==> config.mk <==
export PLATFORM = sky130hd
export DESIGN_NAME = level_meter_scale_ballistics_core_flat
export DESIGN_NICKNAME = d
export VERILOG_FILES = /design/src/design/lmsb_pkg.sv /design/src/design/lmsb_if.sv /design/src/design/lmsb_divider.sv /design/src/design/level_meter_scale_ballistics_core.sv /design/src/flat_wrapper.sv
export SDC_FILE = /design/constraint.sdc
export NUM_CORES = 2
export LEC_CHECK = 0
export BUFFER_PORTS_ARGS = -buffer_cell sky130_fd_sc_hd__buf_2
export CAP_MARGIN = 5
export CORE_MARGIN = 2
export CORE_UTILIZATION = 25
export DETAILED_ROUTE_END_ITERATION = 8
export PLACE_DENSITY_LB_ADDON = 0.05
export RECOVER_POWER = 25
export REMOVE_ABC_BUFFERS = 1
export SLEW_MARGIN = 5
export SYNTH_ARGS = -nofsm -noshare
export SYNTH_HDL_FRONTEND = slang
export SYNTH_HIERARCHICAL = 1
export SYNTH_SLANG_ARGS = --single-unit
==> constraint.sdc <==
create_clock -name clock -period 12.1 [get_ports clock]
set_input_delay 0.605 -clock clock [delete_from_list [all_inputs] [get_ports clock]]
set_output_delay 0.605 -clock clock [all_outputs]
set_load 0.01 [all_outputs]
==> src/design/lmsb_pkg.sv <==
`timescale 1ns / 1ps
// ----------------------------------------------------------------------------
// lmsb_pkg
// Shared types and constants of the level meter scale and ballistics block.
// ----------------------------------------------------------------------------
package lmsb_pkg;

   localparam int MAX_MARKS_DEFAULT = 5;
   localparam int DB_W              = 16;
   localparam int FRAC_W            = 16;
   localparam int CSR_DATA_W        = 32;
   localparam int CSR_INDEX_W       = 3;
   localparam int COUNT_W           = 3;
   localparam int DIV_STEPS         = 16;

   localparam logic [FRAC_W-1:0]      FULL_SCALE  = 16'd32768;
   localparam logic signed [DB_W-1:0] FLOOR_RESET = -16'sd15360;
   localparam logic signed [DB_W-1:0] CEIL_RESET  = 16'sd0;

   // fall step is ceil(4 * gap / 25) = floor((4 * gap + 24) / 25),
   // done as a multiply by the reciprocal 2^23 / 25 rounded up
   localparam int                FALL_SHIFT = 23;
   localparam int                DROP_W     = 14;
   localparam logic [18:0]       FALL_RECIP = 19'd335545;
   localparam logic [17:0]       FALL_BIAS  = 18'd24;

   typedef enum logic [CSR_INDEX_W-1:0] {
      CSR_MARK_COUNT = 3'd0,
      CSR_MARK_ZERO  = 3'd1,
      CSR_MARK_ONE   = 3'd2,
      CSR_MARK_TWO   = 3'd3,
      CSR_MARK_THREE = 3'd4,
      CSR_MARK_FOUR  = 3'd5,
      CSR_FLOOR_DB   = 3'd6,
      CSR_CEILING_DB = 3'd7
   } csr_index_type;

   typedef enum logic [3:0] {
      ST_IDLE,
      ST_START,
      ST_LAST,
      ST_SEARCH,
      ST_MUL,
      ST_DIV_GO,
      ST_DIV,
      ST_FIX,
      ST_FALL,
      ST_DROP,
      ST_LOAD
   } state_type;

   // mark fractions above full scale read as full scale
   function automatic logic [FRAC_W-1:0] frac_clamp(input logic [FRAC_W-1:0] f);
      logic [FRAC_W-1:0] r;
      r = (f > FULL_SCALE) ? FULL_SCALE : f;
      return r;
   endfunction

endpackage

==> src/design/lmsb_if.sv <==
`timescale 1ns / 1ps
// ----------------------------------------------------------------------------
// lmsb request and response channels
// Valid/ready channels carrying one level reading in and one meter result out.
// ----------------------------------------------------------------------------
interface lmsb_req_if
   import lmsb_pkg::*;
   ();
   logic                   valid;
   logic                   ready;
   logic signed [DB_W-1:0] level_db;

   modport source (output valid, output level_db, input ready);
   modport sink   (input valid, input level_db, output ready);
endinterface

interface lmsb_rsp_if
   import lmsb_pkg::*;
   ();
   logic              valid;
   logic              ready;
   logic [FRAC_W-1:0] target_fraction;
   logic [FRAC_W-1:0] shown_fraction;

   modport source (output valid, output target_fraction, output shown_fraction, input ready);
   modport sink   (input valid, input target_fraction, input shown_fraction, output ready);
endinterface

==> src/design/lmsb_divider.sv <==
`timescale 1ns / 1ps
// ----------------------------------------------------------------------------
// lmsb_divider
// Restoring divider, one quotient bit per cycle. The upper half of the
// dividend must be below the divisor so the quotient fits in 16 bits.
// ----------------------------------------------------------------------------
module lmsb_divider
   import lmsb_pkg::*;
   (
   input  logic                  clock,
   input  logic                  reset,
   input  logic                  start,
   input  logic [2*FRAC_W-1:0]   num,
   input  logic [FRAC_W-1:0]     den,
   output logic                  done,
   output logic [FRAC_W-1:0]     quot,
   output logic [FRAC_W-1:0]     rem
   );

   localparam int CNT_W = $clog2(DIV_STEPS);

   logic               busy_ff, busy_in;
   logic               done_ff, done_in;
   logic [CNT_W-1:0]   cnt_ff, cnt_in;
   logic [FRAC_W-1:0]  rem_ff, rem_in;
   logic [FRAC_W-1:0]  low_ff, low_in;
   logic [FRAC_W-1:0]  den_ff, den_in;
   logic [FRAC_W:0]    trial;
   logic [FRAC_W:0]    diff;
   logic               fits;

   always_comb begin
      trial   = {rem_ff, low_ff[FRAC_W-1]};
      diff    = trial - {1'b0, den_ff};
      fits    = (trial >= {1'b0, den_ff});
      busy_in = busy_ff;
      done_in = 1'b0;
      cnt_in  = cnt_ff;
      rem_in  = rem_ff;
      low_in  = low_ff;
      den_in  = den_ff;
      if (start) begin
         busy_in = 1'b1;
         cnt_in  = '0;
         rem_in  = num[2*FRAC_W-1:FRAC_W];
         low_in  = num[FRAC_W-1:0];
         den_in  = den;
      end else if (busy_ff) begin
         rem_in = fits ? diff[FRAC_W-1:0] : trial[FRAC_W-1:0];
         low_in = {low_ff[FRAC_W-2:0], fits};
         cnt_in = cnt_ff + 1'b1;
         if (cnt_ff == CNT_W'(DIV_STEPS - 1)) begin
            busy_in = 1'b0;
            done_in = 1'b1;
         end
      end
   end

   always_ff @(posedge clock) begin
      if (reset) begin
         busy_ff <= 1'b0;
         done_ff <= 1'b0;
         cnt_ff  <= '0;
      end else begin
         busy_ff <= busy_in;
         done_ff <= done_in;
         cnt_ff  <= cnt_in;
      end
      rem_ff <= rem_in;
      low_ff <= low_in;
      den_ff <= den_in;
   end

   assign done = done_ff;
   assign quot = low_ff;
   assign rem  = rem_ff;

endmodule

==> src/design/level_meter_scale_ballistics_core.sv <==
`timescale 1ns / 1ps
// ----------------------------------------------------------------------------
// level_meter_scale_ballistics_core
// Maps a dB reading onto a meter scale and applies peak-hold fall ballistics.
// ----------------------------------------------------------------------------
// Takes one beat at a time and drops ready until its result is in the output
// register. A reading that clamps to an end of the scale passes the start,
// last-mark (on a clamp to the last mark), fall, drop (when the bar falls) and
// load states. One that needs a division walks the marks (one mark per cycle)
// and takes one multiply, or on the straight ratio goes directly to the 16
// steps of the shared restoring divider; then comes the fall step on the same
// multiplier. The output register holds a finished result while the next beat
// is taken. Write the configuration registers only while no reading is in flight.
module level_meter_scale_ballistics_core
   import lmsb_pkg::*;
   #(
   parameter int MAX_MARKS = MAX_MARKS_DEFAULT
   )
   (
   input  logic                    clock,
   input  logic                    reset,
   lmsb_req_if.sink                req_bus,
   lmsb_rsp_if.source              rsp_bus,
   input  logic                    csr_we,
   input  logic [CSR_INDEX_W-1:0]  csr_index,
   input  logic [CSR_DATA_W-1:0]   csr_wdata
   );

   localparam int MIDX_W = $clog2(MAX_MARKS);
   localparam int MUL_A_W = 18;
   localparam int MUL_B_W = 19;
   localparam int PROD_W = MUL_A_W + MUL_B_W;

   // configuration
   logic [COUNT_W-1:0]       mark_count_ff;
   logic [CSR_DATA_W-1:0]    marks_ff [MAX_MARKS];
   logic signed [DB_W-1:0]   floor_ff;
   logic signed [DB_W-1:0]   ceil_ff;

   // sequencer and datapath
   state_type                state_ff, state_in;
   logic signed [DB_W-1:0]   db_ff, db_in;
   logic [MIDX_W-1:0]        idx_ff, idx_in;
   logic signed [DB_W-1:0]   prev_db_ff, prev_db_in;
   logic [FRAC_W-1:0]        prev_frac_ff, prev_frac_in;
   logic [FRAC_W-1:0]        target_ff, target_in;
   logic [FRAC_W-1:0]        shown_ff, shown_in;
   logic [FRAC_W-1:0]        base_ff, base_in;
   logic                     neg_ff, neg_in;
   logic [FRAC_W-1:0]        den_ff, den_in;
   logic [PROD_W-1:0]        prod_ff, prod_in;
   logic                     rsp_valid_ff, rsp_valid_in;
   logic [FRAC_W-1:0]        rsp_target_ff, rsp_target_in;
   logic [FRAC_W-1:0]        rsp_shown_ff, rsp_shown_in;

   logic [COUNT_W-1:0]       count_eff;
   logic                     straight;
   logic [MIDX_W-1:0]        last_idx;
   logic [MIDX_W-1:0]        rd_idx;
   logic [CSR_DATA_W-1:0]    mark_rd;
   logic signed [DB_W-1:0]   rd_db;
   logic [FRAC_W-1:0]        rd_frac;
   logic                     range_empty;
   logic signed [DB_W:0]     lin_diff;
   logic signed [DB_W:0]     seg_t;
   logic signed [DB_W:0]     seg_den;
   logic signed [FRAC_W:0]   seg_d;
   logic [FRAC_W-1:0]        seg_mag;
   logic [MUL_A_W-1:0]       mul_a;
   logic [MUL_B_W-1:0]       mul_b;
   logic [PROD_W-1:0]        mul_p;
   logic [FRAC_W-1:0]        gap;
   logic [MUL_A_W-1:0]       fall_x;
   logic [DROP_W-1:0]        drop;
   logic [FRAC_W:0]          fix_val;
   logic                     div_start;
   logic                     div_done;
   logic [FRAC_W-1:0]        div_quot;
   logic [FRAC_W-1:0]        div_rem;
   logic                     load_ok;
   logic [CSR_INDEX_W-1:0]   mark_slot;
   logic                     mark_hit;

   // ---------------------------------------------------------------- csr
   always_comb begin
      mark_slot = csr_index - CSR_MARK_ZERO;
      mark_hit  = (csr_index inside {[CSR_MARK_ZERO:CSR_MARK_FOUR]}) &&
                  (int'(mark_slot) < MAX_MARKS);
   end

   always_ff @(posedge clock) begin
      if (reset) begin
         mark_count_ff <= '0;
         floor_ff      <= FLOOR_RESET;
         ceil_ff       <= CEIL_RESET;
         for (int i = 0; i < MAX_MARKS; i++) begin
            marks_ff[i] <= '0;
         end
      end else if (csr_we) begin
         case (csr_index)
            CSR_MARK_COUNT: mark_count_ff <= csr_wdata[COUNT_W-1:0];
            CSR_FLOOR_DB:   floor_ff      <= csr_wdata[DB_W-1:0];
            CSR_CEILING_DB: ceil_ff       <= csr_wdata[DB_W-1:0];
            default: begin
               for (int i = 0; i < MAX_MARKS; i++) begin
                  if (mark_hit && (int'(mark_slot) == i)) begin
                     marks_ff[i] <= csr_wdata;
                  end
               end
            end
         endcase
      end
   end

   // ---------------------------------------------------------------- shared parts
   always_comb begin
      count_eff   = (int'(mark_count_ff) > MAX_MARKS) ? COUNT_W'(MAX_MARKS) : mark_count_ff;
      straight    = (count_eff < COUNT_W'(2));
      last_idx    = MIDX_W'(count_eff - COUNT_W'(1));
      case (state_ff)
         ST_START: rd_idx = '0;
         ST_LAST:  rd_idx = last_idx;
         default:  rd_idx = idx_ff;
      endcase
      mark_rd     = marks_ff[rd_idx];
      rd_db       = $signed(mark_rd[CSR_DATA_W-1:FRAC_W]);
      rd_frac     = frac_clamp(mark_rd[FRAC_W-1:0]);
      range_empty = (ceil_ff <= floor_ff);
      lin_diff    = {db_ff[DB_W-1], db_ff} - {floor_ff[DB_W-1], floor_ff};
      seg_t       = {db_ff[DB_W-1], db_ff} - {prev_db_ff[DB_W-1], prev_db_ff};
      seg_den     = {rd_db[DB_W-1], rd_db} - {prev_db_ff[DB_W-1], prev_db_ff};
      seg_d       = $signed({1'b0, rd_frac}) - $signed({1'b0, prev_frac_ff});
      seg_mag     = seg_d[FRAC_W] ? FRAC_W'(-seg_d) : seg_d[FRAC_W-1:0];
      gap         = shown_ff - target_ff;
      fall_x      = {gap, 2'b00} + FALL_BIAS;
      drop        = prod_ff[FALL_SHIFT +: DROP_W];
      // round toward minus infinity on a falling segment
      fix_val     = neg_ff ?
                    ({1'b0, base_ff} - {1'b0, div_quot} - (FRAC_W+1)'(div_rem != '0)) :
                    ({1'b0, base_ff} + {1'b0, div_quot});
      case (state_ff)
         ST_MUL: begin
            mul_a = MUL_A_W'(seg_t[DB_W-1:0]);
            mul_b = MUL_B_W'(seg_mag);
         end
         ST_FALL: begin
            mul_a = fall_x;
            mul_b = FALL_RECIP;
         end
         default: begin
            mul_a = '0;
            mul_b = '0;
         end
      endcase
      mul_p       = mul_a * mul_b;
      div_start   = (state_ff == ST_DIV_GO);
      load_ok     = !rsp_valid_ff || rsp_bus.ready;
   end

   lmsb_divider u_div (
      .clock (clock),
      .reset (reset),
      .start (div_start),
      .num   (prod_ff[2*FRAC_W-1:0]),
      .den   (den_ff),
      .done  (div_done),
      .quot  (div_quot),
      .rem   (div_rem)
   );

   // ---------------------------------------------------------------- next state
   always_comb begin
      state_in = state_ff;
      case (state_ff)
         ST_IDLE: begin
            if (req_bus.valid) state_in = ST_START;
         end
         ST_START: begin
            if (straight) begin
               if (range_empty || db_ff <= floor_ff || db_ff >= ceil_ff) begin
                  state_in = ST_FALL;
               end else begin
                  state_in = ST_DIV_GO;
               end
            end else if (db_ff <= rd_db) begin
               state_in = ST_FALL;
            end else begin
               state_in = ST_LAST;
            end
         end
         ST_LAST: begin
            state_in = (db_ff >= rd_db) ? ST_FALL : ST_SEARCH;
         end
         ST_SEARCH: begin
            if (db_ff <= rd_db) state_in = ST_MUL;
         end
         ST_MUL:    state_in = ST_DIV_GO;
         ST_DIV_GO: state_in = ST_DIV;
         ST_DIV: begin
            if (div_done) state_in = ST_FIX;
         end
         ST_FIX:    state_in = ST_FALL;
         ST_FALL:   state_in = (target_ff < shown_ff) ? ST_DROP : ST_LOAD;
         ST_DROP:   state_in = ST_LOAD;
         ST_LOAD: begin
            if (load_ok) state_in = ST_IDLE;
         end
         default:   state_in = ST_IDLE;
      endcase
   end

   // ---------------------------------------------------------------- datapath
   always_comb begin
      db_in         = db_ff;
      idx_in        = idx_ff;
      prev_db_in    = prev_db_ff;
      prev_frac_in  = prev_frac_ff;
      target_in     = target_ff;
      shown_in      = shown_ff;
      base_in       = base_ff;
      neg_in        = neg_ff;
      den_in        = den_ff;
      prod_in       = prod_ff;
      rsp_valid_in  = rsp_valid_ff && !rsp_bus.ready;
      rsp_target_in = rsp_target_ff;
      rsp_shown_in  = rsp_shown_ff;
      case (state_ff)
         ST_IDLE: begin
            if (req_bus.valid) db_in = req_bus.level_db;
         end
         ST_START: begin
            if (straight) begin
               if (range_empty || db_ff <= floor_ff) begin
                  target_in = '0;
               end else if (db_ff >= ceil_ff) begin
                  target_in = FULL_SCALE;
               end
               prod_in = PROD_W'({lin_diff[DB_W-1:0], 15'b0});
               den_in  = FRAC_W'(ceil_ff - floor_ff);
               base_in = '0;
               neg_in  = 1'b0;
            end else begin
               target_in    = rd_frac;
               prev_db_in   = rd_db;
               prev_frac_in = rd_frac;
            end
         end
         ST_LAST: begin
            target_in = rd_frac;
            idx_in    = MIDX_W'(1);
         end
         ST_SEARCH: begin
            if (!(db_ff <= rd_db)) begin
               prev_db_in   = rd_db;
               prev_frac_in = rd_frac;
               idx_in       = idx_ff + 1'b1;
            end
         end
         ST_MUL: begin
            prod_in = mul_p;
            den_in  = seg_den[DB_W-1:0];
            base_in = prev_frac_ff;
            neg_in  = seg_d[FRAC_W];
         end
         ST_FIX: begin
            target_in = fix_val[FRAC_W-1:0];
         end
         ST_FALL: begin
            if (target_ff > shown_ff) shown_in = target_ff;
            prod_in = mul_p;
         end
         ST_DROP: begin
            shown_in = shown_ff - FRAC_W'(drop);
         end
         ST_LOAD: begin
            if (load_ok) begin
               rsp_valid_in  = 1'b1;
               rsp_target_in = target_ff;
               rsp_shown_in  = shown_ff;
            end
         end
         default: ;
      endcase
   end

   always_ff @(posedge clock) begin
      if (reset) begin
         state_ff     <= ST_IDLE;
         shown_ff     <= '0;
         rsp_valid_ff <= 1'b0;
      end else begin
         state_ff     <= state_in;
         shown_ff     <= shown_in;
         rsp_valid_ff <= rsp_valid_in;
      end
      db_ff         <= db_in;
      idx_ff        <= idx_in;
      prev_db_ff    <= prev_db_in;
      prev_frac_ff  <= prev_frac_in;
      target_ff     <= target_in;
      base_ff       <= base_in;
      neg_ff        <= neg_in;
      den_ff        <= den_in;
      prod_ff       <= prod_in;
      rsp_target_ff <= rsp_target_in;
      rsp_shown_ff  <= rsp_shown_in;
   end

   assign req_bus.ready           = (state_ff == ST_IDLE);
   assign rsp_bus.valid           = rsp_valid_ff;
   assign rsp_bus.target_fraction = rsp_target_ff;
   assign rsp_bus.shown_fraction  = rsp_shown_ff;

endmodule

==> src/flat_wrapper.sv <==
// flat-port wrapper written by rule: the top's interface ports become plain ports
module level_meter_scale_ballistics_core_flat import lmsb_pkg::*;
#(
   parameter int MAX_MARKS = MAX_MARKS_DEFAULT
   )
  (clock, reset, csr_we, csr_index, csr_wdata, req_bus_valid, req_bus_level_db, req_bus_ready, rsp_bus_valid, rsp_bus_target_fraction, rsp_bus_shown_fraction, rsp_bus_ready);
  lmsb_req_if req_bus_i ();
  lmsb_rsp_if rsp_bus_i ();
  input  logic clock;
  input  logic reset;
  input  logic csr_we;
  input  logic [CSR_INDEX_W-1:0] csr_index;
  input  logic [CSR_DATA_W-1:0] csr_wdata;
  input wire logic [$bits(req_bus_i.valid)-1:0] req_bus_valid;
  input wire logic [$bits(req_bus_i.level_db)-1:0] req_bus_level_db;
  output wire logic [$bits(req_bus_i.ready)-1:0] req_bus_ready;
  output wire logic [$bits(rsp_bus_i.valid)-1:0] rsp_bus_valid;
  output wire logic [$bits(rsp_bus_i.target_fraction)-1:0] rsp_bus_target_fraction;
  output wire logic [$bits(rsp_bus_i.shown_fraction)-1:0] rsp_bus_shown_fraction;
  input wire logic [$bits(rsp_bus_i.ready)-1:0] rsp_bus_ready;
  assign req_bus_i.valid = req_bus_valid;
  assign req_bus_i.level_db = req_bus_level_db;
  assign req_bus_ready = req_bus_i.ready;
  assign rsp_bus_valid = rsp_bus_i.valid;
  assign rsp_bus_target_fraction = rsp_bus_i.target_fraction;
  assign rsp_bus_shown_fraction = rsp_bus_i.shown_fraction;
  assign rsp_bus_i.ready = rsp_bus_ready;
  level_meter_scale_ballistics_core #(.MAX_MARKS(MAX_MARKS)) u_core (.clock(clock), .reset(reset), .req_bus(req_bus_i), .rsp_bus(rsp_bus_i), .csr_we(csr_we), .csr_index(csr_index), .csr_wdata(csr_wdata));
endmodule
Word-level counts from Yosys, hierarchy flattened
Memories as Yosys holds them, arrays and structs flattened.
Index checks and enable logic that the tools add are counted.
- input bits: 56
- memories kept: 1
- RAM bits: 160
- word-level logic and storage cells: 210
- bits in registers: 279
- output and inout port bits: 34
- memory list (name ; words ; width ; rd ports ; clocked after memory_dff ; wr ports ; RTL line ; RTL):
    u_core.marks_ff ; 5 ; 32 ; 1 ; 0 ; 5 ; level_meter_scale_ballistics_core.sv:36 ; logic [CSR_DATA_W-1:0] marks_ff [MAX_MARKS];
- multiplexer cells: 82
- order comparisons: 14
- $add $sub $neg: 17
- equality and inequality tests: 26
- multiply operators: 1
- bitwise operators: 6
- reduce and logical (&&, ||, !) cells: 40
- operators by type and width (operator ; number):
    $mux W16 ; 18
    $mux W32 ; 5
    $pmux W16 S2 ; 5
    $sub A16 B16 Y16 ; 7
    $pmux W37 S2 ; 1
    $le A16 B16 Y1 ; 3
    $pmux W16 S3 ; 1
    $pmux W4 S11 ; 1
    $pmux W19 S2 ; 1
    $mul A18 B19 Y37 ; 1
    $mux W37 ; 1
    $pmux W18 S2 ; 1
    $mux W1 ; 34
    $ge A16 B16 Y1 ; 2
    $mux W4 ; 8
    $reduce_and A2 Y1 ; 10
    $add A18 B5 Y18 const B ; 1
    $ge A17 B16 Y1 ; 1
    $sub A16 B16 Y17 ; 1
    $add A16 B16 Y16 ; 1
    $eq A4 B3 Y1 const B ; 4
    $eq A4 B4 Y1 const B ; 4
    $gt A16 B16 Y1 ; 1
    $gt A16 B16 Y1 const B ; 1
    37 further kinds ; 73

Logic depth before layout (Yosys ltp)
An unclocked memory read counts as a cell.
- depth in word-level cells: 13
- depth in mapped cells: 45
- gate-level depth less buffers: 41

Cells and area by module
The synthesis kept the hierarchy.
- by module, submodules not included (module ; cells an instance ; times used ; area each (µm²) ; sequential area each (µm²)):
    level_meter_scale_ballistics_core ; 3625 ; 1 ; 34391.7 ; 11000.6
    lmsb_divider ; 263 ; 1 ; 3115.5 ; 1561.5

Worst setup path after synthesis
OpenSTA, ideal clock, no wires.
- kind: reg2reg
- start: register u_core.mark_count_ff[2]
- end: register u_core.prod_ff[25] (data pin)
- buffers on the path: 4
- data arrival time: 10.402 ns
- cell stages (with the launch flop): 44
- clock period less this slack: 10.658 ns
- library setup time: 0.256 ns
- required time: 11.844 ns
- setup slack: 1.442 ns
- path through: dfxtp_1 nand2b_1 ha_1 nor4b_1 o21bai_1 and2_1 clkbuf_1 clkbuf_1 mux2_2 o21ai_2 clkbuf_1 nor2_1 ha_1 nor2b_4 o31a_1 o21ai_1 a31oi_1 nor3_2 [8 not listed] inv_1 fa_1 inv_1 fa_1 fa_1 inv_1 fa_1 inv_1 ha_1 o21a_1 o21a_1 o21a_1 nor2b_1 a21oi_1 a21boi_0 o21a_1 or3_1 a31o_2
- longest elaborated chain between the ends: 13
- RTL lines (item ; RTL line ; RTL):
    start, declared ; level_meter_scale_ballistics_core.sv:35 ; logic [COUNT_W-1:0] mark_count_ff;
    start signal, assigned ; level_meter_scale_ballistics_core.sv:101 ; CSR_MARK_COUNT: mark_count_ff <= csr_wdata[COUNT_W-1:0];
    $gt A3 B3 Y1 ; level_meter_scale_ballistics_core.sv:117 ; count_eff = (int'(mark_count_ff) > MAX_MARKS) ? COUNT_W'(MAX_MARKS) : mark_count_ff;
    $mux W3 * ; level_meter_scale_ballistics_core.sv:117 ;
    $sub A3 B1 Y3 * ; level_meter_scale_ballistics_core.sv:119 ; last_idx = MIDX_W'(count_eff - COUNT_W'(1));
    $pmux W3 S2 * ; level_meter_scale_ballistics_core.sv:120 ; case (state_ff)
    $mem_v2 Z5 W32 * ; -- ;
    $gt A16 B16 Y1 ; lmsb_pkg.sv:55 ; r = (f > FULL_SCALE) ? FULL_SCALE : f;
    $mux W16 * ; lmsb_pkg.sv:55 ;
    $sub A16 B16 Y17 * ; level_meter_scale_ballistics_core.sv:132 ; seg_d = $signed({1'b0, rd_frac}) - $signed({1'b0, prev_frac_ff});
    $neg A16 Y16 ; level_meter_scale_ballistics_core.sv:133 ; seg_mag = seg_d[FRAC_W] ? FRAC_W'(-seg_d) : seg_d[FRAC_W-1:0];
    $mux W16 * ; level_meter_scale_ballistics_core.sv:133 ;
    $pmux W19 S2 * ; level_meter_scale_ballistics_core.sv:141 ; case (state_ff)
    $mul A18 B19 Y37 * ; level_meter_scale_ballistics_core.sv:155 ; mul_p = mul_a * mul_b;
    $pmux W37 S2 * ; level_meter_scale_ballistics_core.sv:227 ; case (state_ff)
    named net u_core.prod_in[25] ; level_meter_scale_ballistics_core.sv:51 ; logic [PROD_W-1:0] prod_ff, prod_in;
    end signal, assigned ; level_meter_scale_ballistics_core.sv:304 ; prod_ff <= prod_in;
    end, declared ; level_meter_scale_ballistics_core.sv:51 ;
Mark *: on every way through the listed nets, which the timed path passes. The rest lies on a longest branch.
A chain may end at the register's enable or synchronous reset.

Worst setup path in the final report
- start: register u_core.state_ff[1]
- end: register u_core.prod_ff[29] (data pin)
- longest elaborated chain between the ends: 11
- elaborated cells between the ends (all ways): 16
- those cells by class: add/sub: 2; mul: 1; order compare: 1; eq/ne: 4; mux: 6; reduce/logical: 1; memory: 1
- RTL lines (item ; RTL line ; RTL):
    start, declared ; level_meter_scale_ballistics_core.sv:41 ; state_type state_ff, state_in;
    start signal, assigned ; level_meter_scale_ballistics_core.sv:292 ; state_ff <= state_in;
    $eq A4 B2 Y1 or $eq A4 B1 Y1 (tied branches) ; level_meter_scale_ballistics_core.sv:120, level_meter_scale_ballistics_core.sv:227 ;
    $pmux W3 S2 ; level_meter_scale_ballistics_core.sv:120 ;
    $mem_v2 Z5 W32 ; -- ;
    $gt A16 B16 Y1 ; lmsb_pkg.sv:55 ;
    $mux W16 ; lmsb_pkg.sv:55 ;
    $sub A16 B16 Y17 ; level_meter_scale_ballistics_core.sv:132 ;
    $neg A16 Y16 ; level_meter_scale_ballistics_core.sv:133 ;
    $mux W16 ; level_meter_scale_ballistics_core.sv:133 ;
    $pmux W19 S2 ; level_meter_scale_ballistics_core.sv:141 ;
    $mul A18 B19 Y37 ; level_meter_scale_ballistics_core.sv:155 ;
    $pmux W37 S2 * ; level_meter_scale_ballistics_core.sv:227 ;
    named net u_core.prod_in[29] ; level_meter_scale_ballistics_core.sv:51 ;
Marks and branches as above.

==> reports/results.ini <==
[timing]
worstMarginPinSlew_ps=2800
maxSlewViolCount=253
finalSetupViolCount=0
hold_viol_final=0
fin_crit_sh=0.953
final.setup.worst_slack_ps=566
fin_crit_ps=11530
relSlewSlack=-0.867
clock_skew_ps=34.8
whs_ps=124
fmax_mhz=86.7

[hold_path]
hold_depth=1
min_path_type=primary input to flip-flop

[grt]
antenna_found_initial=14
grtUsageTotal=0.187
grt_overflow=0
grt_pass1_vias=29300
grt_max_degree=73
grt_pass1_wl_um=208000

[run]
cap_violations=8

[placed_design]
io_buffers=89
pre_cts_slack_ps=-34.2
gp_congestion=0.849
dpl.hpwl_um=115000
placed_cells=5980

[floorplanning]
dieHeight_um=391
io_pins=90
fp-row-count=142
core_um2=149000
die_width_um=391
die_area_um2=153000
initial_core_util=0.251

[critical_path]
cp_num_buf_inv=5
required_ps=12460
r2r_cells=37
cp_num_cells=37
critPathTopFamily=adder cells
cpMostUsedCell=fa_1
cp.arrival_ps=11900
critPathKind=flip-flop to flip-flop
path_max_fanout=13
cp_slowest_cell=or4b_4
start_kind=flip-flop
cp-end-kind=flip-flop
cpPeakStageDelay_ps=630

[synth]
synthArstFlopShare=0
ys_seq_elements=439
syn_inst=3888
synth_flop_cell=edfxtp_1
syn_area_per_cell_um2=9.65
ys_seq_area_frac=0.335
synth_top_area_frac=0.302
yosys_warnings=6
ys_types=106
yosys.area.top_type=edfxtp_1
syn_area_um2=37500
synthTopCellsByArea=edfxtp_1 (30%), fa_1 (14%), ha_1 (11%)
synth_edf_count=377

[clock_tree]
cts_tree=done
numCtsBuffers=53
insertion_delay_ps=650
clockRootBuffer=clkbuf_16
cts.clk_slew.worst_paths_ps=70
clockBufferDepth=3
cts.sinks=439
htree_levels=2
post-cts-setup-buffers=0

[routing]
drtIter0Drc=1473
post-route-drc-count=0
drt-wirelength-per-cell_um=23.6
drt_wl_total_um=143000
vias=28200
vias_per_cell=4.65
postRouteAntennaNets=0
dr.pass1.iters=5

[cells_and_area]
multi_input_area_um2=22700
layout-drive-gt1-share=0.0891
fillers=15900
regArea_um2=12600
nNetsFinal=4670
largest_reg_flops=160
reg.largest.list=u_core/marks_ff (160), u_core/prod_ff (37)
stdcell_count=6080
area.growth.synth_to_final_pct=13.3
regMostFlops=u_core/marks_ff

[power_and_ir_drop]
vdd_ir_drop_max_uv=188
p_leak_nw=17.6
power.density_nw_per_um2=277

[run_status]
outcome=finished, violations left
failed_checks=capacitance limit, slew limit

[cells in the final DEF (no fill, tap or decap), types with 61 or more instances in the layout]
master    instances
nand2b_1         68
fa_1            266
and2_1           80
nand2_1         348
inv_1           517
buf_4            85
nor2_1          357
nand3_1         101
nor3_1           79
a21oi_1         185
xnor2_1          93
dfxtp_1          62
edfxtp_1        377
ha_1            329
a21o_1           61
o21ai_0         117
[power breakdown]
part | switching (mW) | internal, mW
sequential | 0.208 | 2.04
combinational | 5.20 | 2.73
clock | 0.710 | 0.887
total | 6.11 | 5.66
[path summary, 6_finish.rpt]
kind,from,endpoint,slack (ps)
worst max-delay path,u_core/state_ff[1],u_core/prod_ff[29],570
worst min register to register,u_core/den_ff[3],u_core/u_div/den_ff[3],420
worst min-delay path,req_bus_level_db[9],u_core/db_ff[9],120
worst max register to register,u_core/state_ff[1],u_core/prod_ff[29],570
[what timing repair did]
action,4_1_cts,5_1_grt
resized for setup,1,10
hold buffers,0,0
pin swaps,0,0
endpoints found under the setup margin,2,10
[logic make-up after synthesis]
family          count (synthesis)  synth area share
flops                         439             0.335
buf+inv                       640            0.0655
fa+ha+maj                     595             0.252
mux                            44            0.0138
xor+xnor                      156            0.0364
simple gates                 1308             0.169
compound gates                704             0.128
other cells                     2          0.000200
[layout make-up]
type	instances	area share
inverters	517	0.0457
clock inverters	33	0.00701
flip-flops and latches	439	0.296
repair buffers	183	0.0252
clock buffers	65	0.0334
well taps	2016	0.0593
diodes	2	0.000118
multi-input cells	2825	0.534
[cells in the mapped netlist, types with 33 or more instances]
master and instances:
dfxtp_1 62, a21o_1 61, and3_1 37, or2_2 43, fa_1 266, nand2b_1 68
a21oi_1 187, nor3_1 83, nand3_1 101, o21a_1 45, ha_1 329, nor2_1 360
xor2_1 60, xnor2_1 96, o21ai_0 122, nand2_1 350, inv_1 517, nor2b_1 43
and2_1 79, clkbuf_1 90, or3_1 33, edfxtp_1 377
[through the flow]
stage	TNS, ps	instance area [um2]	power, mW	utilization
finish	0	42500	11.8	0.284
floorplan	-145	37100	7.06	-
global placement	0	40800	10.3	0.273
CTS	0	42500	12.0	0.285
global route	-13.8	42500	12.8	0.284
detailed placement	-63.8	40800	10.3	0.273
[layer usage]
layer  vias to the layer above  global-route usage  part of all wire  wire [um]
li1                      13700                   -                 -          -
met1                     14000               0.259              0.48      68200
met2                       479               0.310              0.46      66700
met3                       132              0.0226             0.036       5210
met4                         6              0.0431             0.023       3320
met5                         -                   0           0.00021         30
Note: power is estimated with default switching activity, not from simulation.
